[src/rtl/ntc_div.sv]
module ntc_div #(
  parameter int NW = 42,
  parameter int DW = 12,
  parameter int QW = 41,
  parameter type TAG_T = logic
) (
  input  logic          clk,
  input  logic          rst,
  input  logic          en,
  input  logic [NW-1:0] num,
  input  logic [DW-1:0] den,
  input  TAG_T          tag_in,
  output logic [QW-1:0] quot,
  output logic          ovf,
  output TAG_T          tag_out
);
  localparam int HW = NW - QW;
  localparam int CW = (HW > DW) ? HW : DW;

  logic [DW-1:0] rem [QW+1];
  logic [DW-1:0] dv  [QW+1];
  logic [QW-1:0] lo  [QW+1];
  logic [QW-1:0] q   [QW+1];
  logic          ov  [QW+1];
  TAG_T          tg  [QW+1];
  logic [CW-1:0] hi;

  assign hi = CW'(num[NW-1:QW]);

  // quotient does not fit when the top part already reaches the divisor
  always_ff @(posedge clk) begin
    if (en) begin
      rem[0] <= hi[DW-1:0];
      dv[0]  <= den;
      lo[0]  <= num[QW-1:0];
      q[0]   <= '0;
      ov[0]  <= (hi >= CW'(den));
    end
  end

  always_ff @(posedge clk) begin
    if (rst) begin
      tg[0] <= '0;
    end else if (en) begin
      tg[0] <= tag_in;
    end
  end

  for (genvar k = 1; k <= QW; k++) begin : g_step
    logic [DW:0] t;
    logic [DW:0] d;
    logic        ge;

    assign t  = {rem[k-1], lo[k-1][QW-1]};
    assign d  = t - {1'b0, dv[k-1]};
    assign ge = ~d[DW];

    always_ff @(posedge clk) begin
      if (en) begin
        rem[k] <= ge ? d[DW-1:0] : t[DW-1:0];
        dv[k]  <= dv[k-1];
        lo[k]  <= lo[k-1] << 1;
        q[k]   <= {q[k-1][QW-2:0], ge};
        ov[k]  <= ov[k-1];
      end
    end

    always_ff @(posedge clk) begin
      if (rst) begin
        tg[k] <= '0;
      end else if (en) begin
        tg[k] <= tg[k-1];
      end
    end
  end

  assign quot    = q[QW];
  assign ovf     = ov[QW];
  assign tag_out = tg[QW];

endmodule

[config.mk]
export PLATFORM = sky130hd
export DESIGN_NAME = ntc_div
export DESIGN_NICKNAME = d
export VERILOG_FILES = /design/src/rtl/ntc_div.sv
export SDC_FILE = /design/constraint.sdc
export NUM_CORES = 2
export LEC_CHECK = 0
export BUFFER_PORTS_ARGS = -buffer_cell sky130_fd_sc_hd__buf_2
export CAP_MARGIN = 30
export CORE_MARGIN = 2
export CORE_UTILIZATION = 35
export DETAILED_ROUTE_END_ITERATION = 16
export GPL_ROUTABILITY_DRIVEN = 0
export GPL_TIMING_DRIVEN = 0
export PLACE_DENSITY = 0.56
export REMOVE_ABC_BUFFERS = 1
export SYNTH_ARGS = -nofsm -noshare
export SYNTH_HDL_FRONTEND = slang
export SYNTH_MEMORY_MAX_BITS = 65536
export SYNTH_SLANG_ARGS = --single-unit
export TNS_END_PERCENT = 10
[constraint.sdc]
create_clock -name clk -period 5.32 [get_ports clk]
set_clock_uncertainty 0.1 [all_clocks]
set_input_delay 1.064 -clock clk [delete_from_list [all_inputs] [get_ports clk]]
set_output_delay 1.064 -clock clk [all_outputs]
set_load 0.005 [all_outputs]
# After elaboration in Yosys (flattened, before gate mapping)
# Memory sizes are Yosys's and may differ from the RTL's.
# Index checks and enable logic that the tools add are counted.
dict set report word_totals {
  memories 6
  ramBits 4536
  inputBits 58
  ff_bits 0
}
# name words word_bits read_ports rd_clocked_by_memory_dff wr line_no
set mem_list {}
lappend mem_list {lo 42 41 41 0 42 22} ;# logic [QW-1:0] lo [QW+1];
lappend mem_list {q 42 41 42 0 42 23} ;# logic [QW-1:0] q [QW+1];
lappend mem_list {dv 42 12 41 0 42 21} ;# logic [DW-1:0] dv [QW+1];
lappend mem_list {rem 42 12 41 0 42 20} ;# logic [DW-1:0] rem [QW+1];
lappend mem_list {ov 42 1 42 0 42 24} ;# logic ov [QW+1];
lappend mem_list {tg 42 1 42 0 42 25} ;# TAG_T tg [QW+1];
dict set report op_classes {
  magnitude_cmp 1
  n_addsub 41
  bitwise 83
  muxes 89
}
# cell count
set ops {}
lappend ops {{subtractor 13 x 12 -> 13 bit} 41}
lappend ops {{two-way mux 12 bit} 41}
lappend ops {{two-way mux 1 bit} 48}
lappend ops {{bitwise OR 1 bit} 42}
lappend ops {{inverter 1 bit} 41}
lappend ops {{greater-or-equal comparator 1 x 12 -> 1 bit} 1}

# Logic depth before layout (Yosys ltp)
dict set report logic_depth {
  ltp_word 4
  mapped_depth 12
  mapped_depth_nobuf 11
}

# Worst setup path before layout
# OpenSTA, ideal clock, no wires.
dict set report synth_path {
  path_type {register to register}
  start {memory lo[1][40], in the netlist lo[0][81]}
  end {memory rem[2][3], in the netlist rem[0][27] (data pin)}
  slack_ns 2.510
  path_buffers 1
  arrival_time_ns 2.449
  stages_incl_launch_ff 12
  synth_period_minus_slack_ns 2.810
  t_required_ns 4.960
  cell_sequence {edfxtp_1 > inv_1 > ha_1 > inv_1 > fa_1 > a21oi_1 > o2111ai_2 > o22ai_2 > a41oi_1 > o311ai_2 > buf_6 > mux2_4}
}
# item line_no
set synth_lines {}
lappend synth_lines {{start: declaration} 22}
lappend synth_lines {{end: declaration} 20}

==> results.md <==
* Rows at 212
* Total track usage at 0.1003
* Die height at 583.9 um
* Setup TNS at 0 ns
* # IOs at 101
* Nets at 7796
* Crit path time final at 4.493 ns
* CP arrival at 4.86 ns
* Number of global-route vias before repair at 56430
* Unrepaired setup endpoints after global routing: no
* Slew Viols, Final at 0
* GRT overflow at 0
* CTS tree: done
* Synthesized cell area at 0.1177 sq mm
* Main synth FF type: edfxtp_1
* Synth warn at 0
* PostCTS Resize Cnt at 0
* Endpoint class of the critical path: flop
* CP startpoint kind: input port
* Root Driver: clkbuf_16
* Syn Inst Count at 6907
* Fin util at 0.3992
* PortBufs at 100
* Leading post-synthesis cells by cell area: edfxtp_1 71%, ha_1 5.1%, mux2_4 4.0%
* Count leader, synth: edfxtp_1
* Post-synth top cells: 2779 x edfxtp_1, 633 x inv_1, 482 x ha_1
* Inst Count DP at 11290
* Internal at 55.90 mW
* H-tree depth at 5
* Leak at 50.60 nW
* Post-DP HPWL at 111.8 mm
* DRC Markers at 0
* Final period util at 0.8445
* Cell taking the most area after synthesis: edfxtp_1
* Sequential power share at 0.389
* Synth Area per Inst at 17.04 sq um
* Via Count at 54820
* Largest fanout on the critical path at 169
* Cts hold-fix bufs at 0
* Clock insertion delay at the later pin of the skew report at 0.89 ns
* Area Growth Syn to Fin at 13.35%
* Largest net degree at the start of global routing at 191
* Asr flop ratio synth at 0
* CP Class: in2reg
* Hold WS at 0.2439 ns
* Worst vdd ir at 0.0002862 V
* Die area at 0.3410 sq mm
* Core area at 0.3342 sq mm
* Number of synthesized flops with an enable pin at 2779
* Die X at 583.9 um
* Initial antenna violation count at 3
* Power Dens Cells at 593.6 mW/mm^2
* Sw frac at 0.2942
* Finish-stage setup viols at 0
* Starting Density at 0.3522
* Clock transition at path regs at 0.06 ns
* Endpoints failing hold at 0
* Worst Tran Pin Value at 1.125 ns
* Clock share of power at 0.261
* CTS buffer count at 307
* Via/cell ratio at 4.627
* Net switching power figure at 23.31 mW
* DRT antenna net count at 0
* Reg2Reg Depth at 11
* Comb pwr share at 0.350
* Required time worst endpoint at 5.69 ns
* Status: finished clean
* Slew headroom at 0.2502
* Sink Count at 2779
* Hold Path Depth at 1
* Post-synth cell types at 64
* F_max at 222.6 MHz
* Register area share after synthesis at 0.7090
* DR pass1 iterations at 6
* Worst min path class: in2reg
* Detailed Route Iter0 Violations at 3033
* Synthesis-stage register bit count at 2779
* DRT Wirelength at 174.3 mm
* Layout cell share with drive strength beyond 1 at 0.1767
* Non-filler instance count after layout at 11850
* DR WL/cell at 14.71 um
* Max cap viols at 0
* Top cell type's share of synthesized area at 0.7090
* First-pass GRT wire length at 286.3 mm
* Longest Clk Path Bufs at 4
* Post-CTS setup buffers at 0
## worst paths after layout
| check | to | slack [ns] | startpoint |
|---|---|---|---|
| min | lo[0][7]$_DFFE_PP_ | 0.24 | num[7] |
| max reg2reg | rem[2][2]$_DFFE_PP_ | 1.83 | lo[1][655]$_DFFE_PP_ |
| max | dv[1][163]$_DFFE_PP_ | 0.83 | en |
| min reg2reg | lo[1][235]$_DFFE_PP_ | 0.29 | lo[1][193]$_DFFE_PP_ |
## cell type report
type	count	area, sq um
tap	4387	5489
fill	30040	200800
clock inverter	188	1898
timing repair buffer	145	1389
multi-input combinational	3347	30830
inverter	636	2387
clock buffer	365	7985
sequential	2779	83450
antenna	1	2.502
## sequential cells by signal (all words and copies together) (netlist names)
name / cells
rem: 481
q: 861
dv: 492
tg: 42
ov: 42
lo: 861
## power by group through the flow
| stage | clock network (mW) | logic, mW | registers (mW) |
|---|---|---|---|
| floorplan | 0 | 22.1 | 30.6 |
| global placement | 0 | 26.3 | 33.1 |
| detailed placement | 0 | 27.9 | 31.3 |
| CTS | 21.5 | 28.0 | 30.9 |
| global route | 22.4 | 30.4 | 31.2 |
| finish | 20.7 | 27.7 | 30.8 |
## layer usage
layer	up-vias	part of all wire	GRT usage
li1	26850	-	-
met1	26920	0.42	0.1167
met2	677	0.52	0.1825
met3	368	0.040	0.02112
met4	0	0.027	0.03283
met5	-	0	0
## cell families after synthesis
| family | count (synthesis) | synth area share |
|---|---|---|
| multiplexers | 568 | 0.06281 |
| buffers and inverters | 785 | 0.03176 |
| AO/OA/AOI/OAI | 934 | 0.06733 |
| AND/OR/NAND/NOR | 955 | 0.04407 |
| flip-flops | 2779 | 0.7090 |
| other | 1 | 0.00003186 |
| XOR/XNOR | 363 | 0.02701 |
| adder cells (fa/ha/maj) | 522 | 0.05804 |
## critical path: stages
cell    delay [ns]
buf_12        0.08
buf_16        0.38
buf_16        0.53
buf_16        0.51
buf_16        0.46
buf_16        0.52
buf_16        0.52
## cell usage in the layout, fill, tap and decap left out, types with 25 or more instances in the layout
cell,n
ha_1,482
o31a_1,38
o22ai_2,36
or2b_2,32
and2_1,42
o211a_1,39
a211oi_1,27
o311ai_0,31
nor3_1,65
o311ai_4,29
a21o_2,42
fa_1,40
a21o_1,88
mux2_2,117
nand3_1,153
nand2_1,84
clkinv_2,58
bufinv_16,26
o21a_1,55
clkinv_1,59
nand2b_1,67
buf_2,99
nor2b_1,97
xnor2_1,185
edfxtp_1,2779
mux2i_1,139
or3_1,35
xor2_1,178
a21oi_2,39
o2111ai_2,36
a41oi_1,29
mux2_4,312
a311o_1,25
a21oi_1,160
inv_1,633
nor2_1,267
clkbuf_16,311
o21ai_0,141
clkbuf_1,54
## stage by stage
stage | worst slack, ns | cell area (sq um) | total power [mW]
floorplan | 2.339 | 116400 | 52.65
global placement | -43.02 | 122400 | 59.44
detailed placement | -0.3085 | 123500 | 59.18
CTS | 0.6783 | 133400 | 80.44
global route | 0.4477 | 133400 | 83.95
finish | 0.8271 | 133400 | 79.21
No activity file was read; power rests on OpenSTA's default activity.
